--- config.mk ---
export PLATFORM = sky130hd
export DESIGN_NAME = sss_ctrl
export DESIGN_NICKNAME = d
export VERILOG_FILES = /design/src/sv/sss_pkg.sv /design/src/sv/sss_ctrl.sv
export SDC_FILE = /design/constraint.sdc
export NUM_CORES = 1
export LEC_CHECK = 0
export BUFFER_PORTS_ARGS = -buffer_cell sky130_fd_sc_hd__buf_2
export CORE_UTILIZATION = 58
export CTS_BUF_LIST = sky130_fd_sc_hd__clkbuf_16
export CTS_CLUSTER_SIZE = 16
export DETAILED_ROUTE_END_ITERATION = 8
export GPL_ROUTABILITY_DRIVEN = 0
export HOLD_SLACK_MARGIN = 0.12
export MAX_ROUTING_LAYER = met4
export PLACE_DENSITY = 0.81
export SLEW_MARGIN = 20
export SYNTH_ARGS = -nofsm -noshare
export SYNTH_HDL_FRONTEND = slang
export SYNTH_SLANG_ARGS = --single-unit
--- constraint.sdc ---
create_clock -name clk -period 3.38 [get_ports clk]
set_input_delay 0 -clock clk [delete_from_list [all_inputs] [get_ports clk]]
set_output_delay 0 -clock clk [all_outputs]
set_load 0.01 [all_outputs]
--- src/sv/sss_pkg.sv ---
// ---------------------------------------------------------------------------
// sss_pkg
// shared sizes, command/status types and the decay table
// ---------------------------------------------------------------------------
package sss_pkg;

  localparam int MAX_POINTS = 256;
  localparam int IDX_W      = $clog2(MAX_POINTS);
  localparam int CNT_W      = IDX_W + 1;
  localparam int SUM_W      = 64 + 2 * IDX_W;
  localparam int DIV_W      = SUM_W + 16;
  localparam int SQ_W       = 66;
  localparam int RT_W       = SQ_W / 2;
  localparam int MUL_W      = 33;
  localparam int PROD_W     = 2 * MUL_W;
  localparam int EXP_BITS   = 20;
  localparam int EXP_IDX_W  = $clog2(EXP_BITS);
  localparam int CFG_IDX_W  = 2;

  localparam logic [CFG_IDX_W-1:0] CFG_FIT   = 2'd0;
  localparam logic [CFG_IDX_W-1:0] CFG_RANGE = 2'd1;
  localparam logic [CFG_IDX_W-1:0] CFG_DECAY = 2'd2;

  typedef enum logic [4:0] {
    S_LOAD, S_START, S_RDI, S_LATI, S_RDJ, S_DIFF, S_MDT, S_MDX,
    S_MDY, S_MVV, S_SQD, S_WSQD, S_MDR, S_DVX, S_WDVX, S_SQG,
    S_WSQG, S_EXM, S_EXU, S_MGE, S_AS2, S_NN, S_N2, S_DV1,
    S_WDV1, S_DVA, S_WDVA, S_DVB, S_WDVB, S_SQV, S_WSQV, S_FIN
  } state_t;

  typedef enum logic [2:0] {
    MUL_DT, MUL_DX, MUL_DY, MUL_VV, MUL_DR, MUL_EXP, MUL_GE, MUL_NN
  } mul_sel_t;

  typedef enum logic [3:0] {
    OP_NONE, OP_CLR, OP_I, OP_J, OP_S1, OP_DD_LOAD, OP_DD_ADD, OP_VV,
    OP_DIST, OP_X, OP_G, OP_EXP, OP_S2, OP_N2, OP_Q1, OP_A
  } op_t;

  typedef enum logic [1:0] {SQ_DD, SQ_VV, SQ_VAR} sq_src_t;

  typedef enum logic [1:0] {DV_X, DV_S1, DV_A, DV_S2} dv_src_t;

  typedef struct packed {
    logic                 we;
    logic [IDX_W-1:0]     addr;
    mul_sel_t             mul_sel;
    op_t                  op;
    logic                 b_lat;
    logic                 res_lat;
    logic                 sqrt_start;
    sq_src_t              sq_src;
    logic                 div_start;
    dv_src_t              dv_src;
    logic [EXP_IDX_W-1:0] exp_bit;
    logic                 out_load;
    logic [CNT_W-1:0]     n;
    logic                 dropped;
  } cmd_t;

  typedef struct packed {
    logic sqrt_done;
    logic div_done;
    logic out_free;
  } sts_t;

  // floor(exp(-2^(b-16)) * 2^32)
  function automatic logic [31:0] exp_coef(input logic [EXP_IDX_W-1:0] b);
    logic [31:0] c;
    case (b)
      5'd0:    c = 32'd4294901760;
      5'd1:    c = 32'd4294836225;
      5'd2:    c = 32'd4294705159;
      5'd3:    c = 32'd4294443039;
      5'd4:    c = 32'd4293918847;
      5'd5:    c = 32'd4292870655;
      5'd6:    c = 32'd4290775039;
      5'd7:    c = 32'd4286586874;
      5'd8:    c = 32'd4278222805;
      5'd9:    c = 32'd4261543595;
      5'd10:   c = 32'd4228379999;
      5'd11:   c = 32'd4162825044;
      5'd12:   c = 32'd4034748382;
      5'd13:   c = 32'd3790295335;
      5'd14:   c = 32'd3344923893;
      5'd15:   c = 32'd2605029347;
      5'd16:   c = 32'd1580030168;
      5'd17:   c = 32'd581260615;
      5'd18:   c = 32'd78665070;
      5'd19:   c = 32'd1440801;
      default: c = 32'd0;
    endcase
    return c;
  endfunction

endpackage

--- src/sv/sss_ctrl.sv ---
// ---------------------------------------------------------------------------
// sss_ctrl
// sequencer: point loading, pair loop, final division and root
// ---------------------------------------------------------------------------
module sss_ctrl (
  input  logic          clk,
  input  logic          rst_n,
  input  logic          in_valid,
  input  logic          in_last_point,
  output logic          in_stall,
  input  sss_pkg::sts_t sts,
  output sss_pkg::cmd_t cmd
);
  import sss_pkg::*;

  state_t               state_r, state_nxt;
  logic [CNT_W-1:0]     cnt_r, cnt_nxt;
  logic                 drop_r, drop_nxt;
  logic [IDX_W-1:0]     i_r, i_nxt, j_r, j_nxt;
  logic [EXP_IDX_W-1:0] b_r, b_nxt;
  logic                 in_acc, full, j_end, i_end;

  assign in_acc = in_valid & ~in_stall;
  assign full   = cnt_r == CNT_W'(MAX_POINTS);
  assign j_end  = j_r == IDX_W'(cnt_r - 1'b1);
  assign i_end  = i_r == IDX_W'(cnt_r - 2'd2);

  // next state
  always_comb begin
    state_nxt = state_r;
    case (state_r)
      S_LOAD:  if (in_acc && in_last_point) state_nxt = S_START;
      S_START: state_nxt = (cnt_r >= CNT_W'(2)) ? S_RDI : S_NN;
      S_RDI:   state_nxt = S_LATI;
      S_LATI:  state_nxt = S_RDJ;
      S_RDJ:   state_nxt = S_DIFF;
      S_DIFF:  state_nxt = S_MDT;
      S_MDT:   state_nxt = S_MDX;
      S_MDX:   state_nxt = S_MDY;
      S_MDY:   state_nxt = S_MVV;
      S_MVV:   state_nxt = S_SQD;
      S_SQD:   state_nxt = S_WSQD;
      S_WSQD:  if (sts.sqrt_done) state_nxt = S_MDR;
      S_MDR:   state_nxt = S_DVX;
      S_DVX:   state_nxt = S_WDVX;
      S_WDVX:  if (sts.div_done) state_nxt = S_SQG;
      S_SQG:   state_nxt = S_WSQG;
      S_WSQG:  if (sts.sqrt_done) state_nxt = S_EXM;
      S_EXM:   state_nxt = S_EXU;
      S_EXU:   state_nxt = (b_r == EXP_IDX_W'(EXP_BITS - 1)) ? S_MGE : S_EXM;
      S_MGE:   state_nxt = S_AS2;
      S_AS2: begin
        if (!j_end)     state_nxt = S_RDJ;
        else if (i_end) state_nxt = S_NN;
        else            state_nxt = S_RDI;
      end
      S_NN:    state_nxt = S_N2;
      S_N2:    state_nxt = S_DV1;
      S_DV1:   state_nxt = S_WDV1;
      S_WDV1:  if (sts.div_done) state_nxt = S_DVA;
      S_DVA:   state_nxt = S_WDVA;
      S_WDVA:  if (sts.div_done) state_nxt = S_DVB;
      S_DVB:   state_nxt = S_WDVB;
      S_WDVB:  if (sts.div_done) state_nxt = S_SQV;
      S_SQV:   state_nxt = S_WSQV;
      S_WSQV:  if (sts.sqrt_done) state_nxt = S_FIN;
      S_FIN:   if (sts.out_free) state_nxt = S_LOAD;
      default: state_nxt = S_LOAD;
    endcase
  end

  // loop counters
  always_comb begin
    cnt_nxt  = cnt_r;
    drop_nxt = drop_r;
    i_nxt    = i_r;
    j_nxt    = j_r;
    b_nxt    = b_r;
    case (state_r)
      S_LOAD: begin
        if (in_acc) begin
          if (full) drop_nxt = 1'b1;
          else      cnt_nxt  = cnt_r + 1'b1;
        end
      end
      S_START: i_nxt = '0;
      S_LATI:  j_nxt = i_r + 1'b1;
      S_SQG:   b_nxt = '0;
      S_EXU:   b_nxt = b_r + 1'b1;
      S_AS2: begin
        if (!j_end) j_nxt = j_r + 1'b1;
        else        i_nxt = i_r + 1'b1;
      end
      S_FIN: begin
        if (sts.out_free) begin
          cnt_nxt  = '0;
          drop_nxt = 1'b0;
        end
      end
      default: ;
    endcase
  end

  // outputs
  always_comb begin
    cmd         = '0;
    cmd.mul_sel = MUL_DT;
    cmd.op      = OP_NONE;
    cmd.sq_src  = SQ_DD;
    cmd.dv_src  = DV_X;
    cmd.exp_bit = b_r;
    cmd.n       = cnt_r;
    cmd.dropped = drop_r;
    in_stall    = 1'b1;
    case (state_r)
      S_LOAD: begin
        in_stall = 1'b0;
        cmd.we   = in_acc & ~full;
        cmd.addr = cnt_r[IDX_W-1:0];
      end
      S_START: cmd.op = OP_CLR;
      S_RDI:   cmd.addr = i_r;
      S_LATI:  cmd.op = OP_I;
      S_RDJ:   cmd.addr = j_r;
      S_DIFF:  cmd.op = OP_J;
      S_MDT:   cmd.mul_sel = MUL_DT;
      S_MDX: begin
        cmd.mul_sel = MUL_DX;
        cmd.op      = OP_S1;
      end
      S_MDY: begin
        cmd.mul_sel = MUL_DY;
        cmd.op      = OP_DD_LOAD;
      end
      S_MVV: begin
        cmd.mul_sel = MUL_VV;
        cmd.op      = OP_DD_ADD;
      end
      S_SQD: begin
        cmd.op         = OP_VV;
        cmd.sqrt_start = 1'b1;
        cmd.sq_src     = SQ_DD;
      end
      S_WSQD:  if (sts.sqrt_done) cmd.op = OP_DIST;
      S_MDR:   cmd.mul_sel = MUL_DR;
      S_DVX: begin
        cmd.div_start = 1'b1;
        cmd.dv_src    = DV_X;
      end
      S_WDVX:  if (sts.div_done) cmd.op = OP_X;
      S_SQG: begin
        cmd.sqrt_start = 1'b1;
        cmd.sq_src     = SQ_VV;
      end
      S_WSQG:  if (sts.sqrt_done) cmd.op = OP_G;
      S_EXM:   cmd.mul_sel = MUL_EXP;
      S_EXU:   cmd.op = OP_EXP;
      S_MGE:   cmd.mul_sel = MUL_GE;
      S_AS2:   cmd.op = OP_S2;
      S_NN:    cmd.mul_sel = MUL_NN;
      S_N2:    cmd.op = OP_N2;
      S_DV1: begin
        cmd.div_start = 1'b1;
        cmd.dv_src    = DV_S1;
      end
      S_WDV1:  if (sts.div_done) cmd.op = OP_Q1;
      S_DVA: begin
        cmd.div_start = 1'b1;
        cmd.dv_src    = DV_A;
      end
      S_WDVA:  if (sts.div_done) cmd.op = OP_A;
      S_DVB: begin
        cmd.div_start = 1'b1;
        cmd.dv_src    = DV_S2;
      end
      S_WDVB:  cmd.b_lat = sts.div_done;
      S_SQV: begin
        cmd.sqrt_start = 1'b1;
        cmd.sq_src     = SQ_VAR;
      end
      S_WSQV:  cmd.res_lat = sts.sqrt_done;
      S_FIN:   cmd.out_load = sts.out_free;
      default: ;
    endcase
  end

  always_ff @(posedge clk) begin
    if (!rst_n) begin
      state_r <= S_LOAD;
      cnt_r   <= '0;
      drop_r  <= 1'b0;
      i_r     <= '0;
      j_r     <= '0;
      b_r     <= '0;
    end else begin
      state_r <= state_nxt;
      cnt_r   <= cnt_nxt;
      drop_r  <= drop_nxt;
      i_r     <= i_nxt;
      j_r     <= j_nxt;
      b_r     <= b_nxt;
    end
  end

endmodule

# Word-level counts from Yosys, hierarchy flattened
# Cells that the tools add are included.
dict set report classes {
  bitwise 3
  order_cmp 1
  n_mux 42
  n_reduce_logical 11
  n_addsub 6
  n_eq_ne 49
}
# operator n
set op_table {}
lappend op_table {{one-hot mux 5 bit (32 select lines)} 1}
lappend op_table {{== test 5 bit, second input constant} 17}
lappend op_table {{2-to-1 mux 5 bit} 12}
lappend op_table {{one-hot mux 4 bit (15 select lines)} 1}
lappend op_table {{== test 5 x 4 -> 1 bit, second input constant} 8}
lappend op_table {{one-hot mux 8 bit (2 select lines)} 2}
lappend op_table {{2-to-1 mux 9 bit} 3}
lappend op_table {{inequality test 2 bit, second input constant} 13}
lappend op_table {{one-hot mux 8 bit (3 select lines)} 1}
lappend op_table {{one-hot mux 3 bit (7 select lines)} 1}
lappend op_table {{== test 5 x 3 -> 1 bit, second input constant} 4}
lappend op_table {{2-to-1 mux 4 bit} 5}
lappend op_table {{one-hot mux 9 bit (2 select lines)} 1}
lappend op_table {{adder 8 x 1 -> 8 bit, second input constant} 2}
lappend op_table {{== test 8 bit} 2}
lappend op_table {{2-to-1 mux 8 bit} 2}
lappend op_table {{one-hot mux 3 bit (4 select lines)} 1}
lappend op_table {{== test 5 x 2 -> 1 bit, second input constant} 2}
lappend op_table {{one-hot mux 5 bit (2 select lines)} 1}
lappend op_table {{adder 9 x 1 -> 9 bit, second input constant} 1}
lappend op_table {{== test 9 bit, second input constant} 1}
lappend op_table {{>= comparator 9 x 2 -> 1 bit, second input constant} 1}
lappend op_table {{one-hot mux 3 bit (3 select lines)} 1}
lappend op_table {{AND reduction 9 bit} 1}
lappend op_table {{other kinds (15)} 28}
dict set report totals {
  input_bits 7
  ff_bits 36
  wordCells 118
  output_inout_bits 41
}

# Longest topological paths before layout
# Gate-level depths: netlist of the first run.
dict set report logic_depth {
  depth_word 5
  depth_mapped 11
  ltp_nobuf 8
}

# Least setup slack after synthesis of the first run
# Ideal clock, no wire load.
dict set report synth_timing {
  kind {flip-flop to flip-flop}
  from {register cnt_r[1]}
  to {register i_r[2]}
  t_arrival_ns 2.466
  path_stages_with_launch 10
  setup_time_ns 0.074
  setup_slack_ns 0.840
  period_less_slack_ns 2.540
  required_time_ns 3.306
  path_buffers 1
  cell_sequence {dfxtp_1 -> inv_1 -> ha_1 -> a21boi_0 -> xnor2_1 -> nand4_1 -> or4_1 -> buf_2 -> or3b_1 -> a31oi_1}
}
dict set report synth_between {
  elab_chain_len 4
}
# element line
set synth_lines {}
lappend synth_lines {{from (decl)} sss_ctrl.sv:17} ;# logic [CNT_W-1:0] cnt_r, cnt_nxt;
lappend synth_lines {{from (signal assigned)} sss_ctrl.sv:197} ;# cnt_r <= cnt_nxt;
lappend synth_lines {{subtractor 8 x 1 -> 8 bit} sss_ctrl.sv:25} ;# assign j_end = j_r == IDX_W'(cnt_r - 1'b1);
lappend synth_lines {{== test 8 bit} sss_ctrl.sv:25}
lappend synth_lines {{inequality test 2 bit (no source line)} n/a}
lappend synth_lines {{AND reduction 2 bit (no source line)} n/a}
lappend synth_lines {{to (signal assigned)} sss_ctrl.sv:199} ;# i_r <= i_nxt;
lappend synth_lines {{to (decl)} sss_ctrl.sv:19} ;# logic [IDX_W-1:0] i_r, i_nxt, j_r, j_nxt;
# Every way passes these cells.
# A chain may end at the register's enable or synchronous reset.

# Worst setup path in the final report of the first run
dict set report layout_timing {
  from {register cnt_r[2]}
  to {register i_r[2]}
}
# The elaborated chain is that of the path after synthesis.

==> impl_metrics.yaml, run 1 <==
run_status:
  status: "finished, final reports clean"
timing:
  hold_viol_final: 0
  relSlewSlack_pct: 50.6
  fin_skew_ns: 0.00403
  setup_viol: 0
  grt_setup_unrepaired: "no"
  setup_tns_ns: 0
  period_needed_ns: 3.00
  report.final.slew_viol_count: 0
  worst_slew_pin_slew_ns: 0.740
  finalCritPeriodShare_pct: 88.9
  max_freq_mhz: 333
synthesis:
  yosysMostFrequentCell: "nor2_1"
  synth_edf_count: 0
  ys_warn_count: 0
  syn_area_sq_um: 3250
  ys.flop_type: "dfxtp_1"
  syn_inst: 461
  synth_area_leaders: "dfxtp_1 22%, nor2_1 7.1%, xnor2_1 6.5%"
  yosysTopAreaCell: "dfxtp_1"
  async_flop_share_pct: 0
  avgSynthCellArea_sq_um: 7.04
  synth_nets: 478
  ys_ff_latch: 36
  synth_top_area_share_pct: 22.2
  ys_seq_area_share_pct: 22.2
  ys_top_cells_by_count: "61 x nor2_1, 36 x a21oi_1, 36 x dfxtp_1"
  yosysUniqueCellTypes: 60
setup_path:
  worst-path-max-fanout: 16
  cp-startpoint: "cnt_r[2]$_SDFFE_PN0P_"
  crit_path_top_delay_cell: "or4_1"
  cp.arrival_ns: 3.21
  cp-end-kind: "register"
  cp-start-kind: "register"
  critical_path_class: "reg -> reg"
  cpPeakStageDelay_ns: 0.78
  cp_num_buf_inv: 1
  path_cells: "inv_1 > ha_1 > nor3b_1 > nand2_1 > xnor2_1 > or4_1 > or3b_1 > a31oi_1"
  timing.rr.start: "cnt_r[2]$_SDFFE_PN0P_"
  cp_top_family: "simple AND/OR/NAND/NOR gates"
  worst_ep_required_time_ns: 3.58
place:
  dp_hpwl_microns: 6740
  port_buffers: 47
  placed_cells: 553
global_route:
  grt_overflow: 0
  gr-usage-all-layers_pct: 32.9
  antenna_found_initial: 0
  grt_max_degree: 37
  grt_pass1_wl_microns: 15300
  first_global_vias: 3255
hold_path:
  hp-start: "sts[0]"
  min_path_type: "in -> reg"
clocking:
  path_clk_slew_ns: 0.06
  cts_tree: "done"
  clockBufferDepth: 2
  numClockSinks: 36
  cts_setup_buffers: 0
  cts_root_buf: "clkbuf_16"
  cts_hold_buf: 2
  cts_resized: 0
  cts_buffers: 5
  insertion_delay_ns: 0.28
  htreeDepth: 2
die:
  pin_count: 48
  start_util_pct: 62.0
  core_sq_um: 5240
  dieArea_sq_um: 5900
  die_y_microns: 76.8
  rows: 26
  dieWidth_microns: 76.8
finish:
  final_cells: 562
  nets: 509
  n_antenna_cell: 0
  drive_gt1_share_pct: 15.4
  synthToLayoutAreaGrowth_pct: 12.3
flow_run:
  cap_violations: 0
power_and_ir_drop:
  irDropWorstVdd_uv: 277
  p_leak_uw: 0.00157
  power_per_cell_area_nw_per_um2: 530
detailed_routing:
  drtPass1Iterations: 5
  antenna_left: 0
  num_vias: 3582
  wl_per_cell_microns: 16.8
  drt-initial-drc-count: 383
  drt-total-wl_microns: 9420
  drc: 0
  viasPerCell: 6.37
## flip-flops by register name, indices dropped and copies added (netlist names)
register	count
state_r	5
drop_r	1
j_r	8
b_r	5
i_r	8
cnt_r	9
## where the power goes
part | internal (uW) | total, uW | switching (uW)
logic | 368 | 987 | 619
clock network | 265 | 436 | 171
registers | 453 | 509 | 55.7
## layout by cell type, fill, tap and decap left out, drive strengths merged, types with 9 or more instances in the layout
cell type	n
nor2	61
buf	58
a21oi	36
dfxtp	36
nand2	33
nand3	31
o21ai	26
xnor2	24
inv	14
xor2	12
a31oi	11
mux2i	10
ha	10
nor2b	9
## cell families (layout without fill, tap and decap cells)
group                      after synthesis  in the layout  share of synthesized area (%)
buffers and inverters                   50             81                           6.55
and+or+nand+nor                        198            198                           30.8
AOI/OAI and AO/OA                      120            120                           23.4
xor gates and xnor gates                36             36                           9.71
muxes                                   11             11                           3.43
adders and majority gates               10             10                           3.85
DFF                                     36             36                           22.2
## per-layer routing
metal	global-route usage [%]	vias to the layer above	routed length, microns
met3	5.71	35	812
li1	-	1704	-
met5	-	-	0
met1	41.2	1635	3850
met4	15.0	0	280
met2	51.5	208	4480
## area by class of cell
cell class | count | area, sq um
multi-input cells | 375 | 2310
well taps | 70 | 87.6
repair buffers | 60 | 338
inverters | 14 | 52.6
clock buffers | 5 | 125
fillers | 440 | 1590
flip-flops and latches | 36 | 721
clock inverters | 2 | 8.76
## final timing paths
| kind | slack [ns] | end | cells after the start |
|---|---|---|---|
| max reg2reg | 0.38 | i_r[2]$_SDFFE_PN0P_ | 8 |
| min | 0.28 | cnt_r[7]$_SDFFE_PN0P_ | 4 |
| min reg2reg | 0.49 | b_r[4]$_SDFFE_PN0P_ | 1 |
| max | 0.38 | i_r[2]$_SDFFE_PN0P_ | 8 |
## metrics by stage
| step | total power, uW | area (sq um) | hold WS, ns | util [%] | setup WS (ns) |
|---|---|---|---|---|---|
| after floorplan | 1230 | 3250 | 0.128 | - | 0.840 |
| after global placement | 1460 | 3490 | 0.303 | 66.7 | 0.611 |
| after detailed placement | 1480 | 3490 | 0.322 | 66.7 | 0.432 |
| after CTS | 1920 | 3650 | 0.271 | 69.6 | 0.392 |
| after global routing | 2040 | 3650 | 0.317 | 69.6 | 0.118 |
| final | 1930 | 3650 | 0.275 | 69.6 | 0.375 |
## worst register-to-register path: stages, from the launching register on
cell and delay (ns):
dfxtp_1 0.40, inv_1 0.19, ha_1 0.27, nor3b_1 0.31, nand2_1 0.14, xnor2_1 0.19
or4_1 0.78, or3b_1 0.48, a31oi_1 0.16
(Power assumes the default switching activity.)
==> inputs of run 2 (changes only) <==
--- a/config.mk
+++ b/config.mk
@@ -5,15 +5,16 @@
 export SDC_FILE = /design/constraint.sdc
 export NUM_CORES = 1
 export LEC_CHECK = 0
-export BUFFER_PORTS_ARGS = -buffer_cell sky130_fd_sc_hd__buf_2
 export CORE_UTILIZATION = 58
 export CTS_BUF_LIST = sky130_fd_sc_hd__clkbuf_16
 export CTS_CLUSTER_SIZE = 16
 export DETAILED_ROUTE_END_ITERATION = 8
+export DONT_BUFFER_PORTS = 1
 export GPL_ROUTABILITY_DRIVEN = 0
 export HOLD_SLACK_MARGIN = 0.12
 export MAX_ROUTING_LAYER = met4
-export PLACE_DENSITY = 0.81
+export PLACE_DENSITY = 0.76
+export SKIP_CTS_REPAIR_TIMING = 1
 export SLEW_MARGIN = 20
 export SYNTH_ARGS = -nofsm -noshare
 export SYNTH_HDL_FRONTEND = slang
==> constraint.sdc (replaced) <==
create_clock -name clk -period 2.7 [get_ports clk]
set_input_delay 0 -clock clk [delete_from_list [all_inputs] [get_ports clk]]
set_output_delay 0 -clock clk [all_outputs]
set_load 0.01 [all_outputs]
==> impl_metrics.yaml, run 2 (synthesis gave the netlist of run 1 again) <==
global_route:
  antenna_found_initial: 0
  first_global_vias: 3140
  grt_overflow: 0
  grt_pass1_wl_microns: 15500
  gr-usage-all-layers_pct: 33.2
  grt_max_degree: 37
die:
  dieArea_sq_um: 5900
  core_sq_um: 5240
  die_y_microns: 76.8
  dieWidth_microns: 76.8
  rows: 26
  pin_count: 48
  start_util_pct: 62.0
detailed_routing:
  num_vias: 3471
  drt-initial-drc-count: 395
  drt-total-wl_microns: 9450
  drtPass1Iterations: 5
  antenna_left: 0
  viasPerCell: 6.50
  wl_per_cell_microns: 17.7
  drc: 0
clocking:
  path_clk_slew_ns: 0.06
  numClockSinks: 36
  clockBufferDepth: 2
  cts_tree: "done"
  htreeDepth: 2
  cts_buffers: 5
  cts_root_buf: "clkbuf_16"
  insertion_delay_ns: 0.28
hold_path:
  min_path_type: "in -> reg"
timing:
  report.final.slew_viol_count: 0
  worst_slew_pin_slew_ns: 0.638
  setup_viol: 0
  finalCritPeriodShare_pct: 95.0
  grt_setup_unrepaired: "no"
  relSlewSlack_pct: 57.4
  setup_tns_ns: 0
  fin_skew_ns: 0.00219
  hold_viol_final: 0
  period_needed_ns: 2.56
  max_freq_mhz: 390
setup_path:
  worst-path-max-fanout: 13
  cpPeakStageDelay_ns: 0.62
  cp-start-kind: "register"
  worst_ep_required_time_ns: 2.90
  cp_top_family: "simple AND/OR/NAND/NOR gates"
  crit_path_top_delay_cell: "or4_4"
  critical_path_class: "reg -> reg"
  cp-end-kind: "register"
  cp.arrival_ns: 2.77
  rrSetupSlack_ns: 0.14
  path_cells: "inv_1 > ha_1 > a21boi_0 > xnor2_1 > nand4_1 > or4_4 > or3_1 > a31oi_1"
  cp_num_buf_inv: 1
finish:
  seqCellArea_sq_um: 721
  final_common_cell: "nor2_1"
  layout_common_cells: "61 x nor2_1, 36 x a21oi_1, 36 x dfxtp_1, 33 x nand2_1, 31 x nand3_1"
  multiInputGateArea_sq_um: 2330
  reg_top3: "cnt_r (9), i_r (8), j_r (8)"
  n_antenna_cell: 0
  fillers: 439
  drive_gt1_share_pct: 10.6
  regMostFlops: "cnt_r"
  nets: 480
  fin_util_pct: 68.0
  largest_reg_flops: 9
  synthToLayoutAreaGrowth_pct: 9.71
power_and_ir_drop:
  power_per_cell_area_nw_per_um2: 679
  power_frac_comb_pct: 51.1
  pwr-share-seq_pct: 25.8
  p_sw_uw: 1050
  clkPwrFrac_pct: 23.1
  irDropWorstVdd_uv: 420
  p_sw_share_pct: 43.6
  p_int_uw: 1360
  p_leak_uw: 0.00142
place:
  port_buffers: 0
  dp_hpwl_microns: 6810
run_status:
  status: "finished, final reports clean"
flow_run:
  cap_violations: 0
==> run 2: layout make-up <==
| type | count | area share [%] |
|---|---|---|
| tap | 70 | 2.46 |
| timing repair buffer | 31 | 6.67 |
| clock buffer | 5 | 3.51 |
| inverter | 14 | 1.48 |
| multi-input combinational | 375 | 65.3 |
| clock inverter | 3 | 0.316 |
| sequential | 36 | 20.2 |
==> run 2: tightest hold or removal path, cell delays in order <==
cell	delay (ns)
nand3_1	0.12
nor2_1	0.05
a21oi_1	0.12
nor2_1	0.05
==> run 2: worst paths after layout <==
check	to	cells after the start	from
min	cnt_r[0]$_SDFFE_PN0P_	4	in_valid
min reg2reg	b_r[4]$_SDFFE_PN0P_	1	b_r[4]$_SDFFE_PN0P_
max	i_r[3]$_SDFFE_PN0P_	8	cnt_r[2]$_SDFFE_PN0P_
max reg2reg	i_r[3]$_SDFFE_PN0P_	8	cnt_r[2]$_SDFFE_PN0P_
==> run 2: power groups by stage <==
| stage | clock, uW | sequential (uW) | combinational (uW) |
|---|---|---|---|
| after floorplan | 0 | 607 | 936 |
| after global placement | 0 | 633 | 1180 |
| after detailed placement | 0 | 633 | 1190 |
| after CTS | 558 | 622 | 1200 |
| after global routing | 585 | 633 | 1340 |
| final | 559 | 625 | 1230 |
==> run 2: layer usage <==
metal	GRT usage, %	up-vias	part of all wire (%)
met1	41.6	1603	42
met2	53.0	198	47
met3	5.71	22	9.3
met4	12.7	0	1.9
met5	-	-	0
li1	-	1648	-
==> run 2: stage by stage <==
| step | power, uW | std cells | hold slack (ns) | setup WS, ns | area, sq um |
|---|---|---|---|---|---|
| after global placement | 1810 | 524 | 0.140 | 0.138 | 3390 |
| after detailed placement | 1820 | 524 | 0.142 | 0.0388 | 3390 |
| after floorplan | 1540 | 461 | 0.128 | 0.160 | 3250 |
| after CTS | 2380 | 532 | -0.153 | 0.00843 | 3530 |
| after global routing | 2550 | 534 | 0.135 | 0.0156 | 3560 |
| final | 2420 | 534 | 0.104 | 0.136 | 3560 |
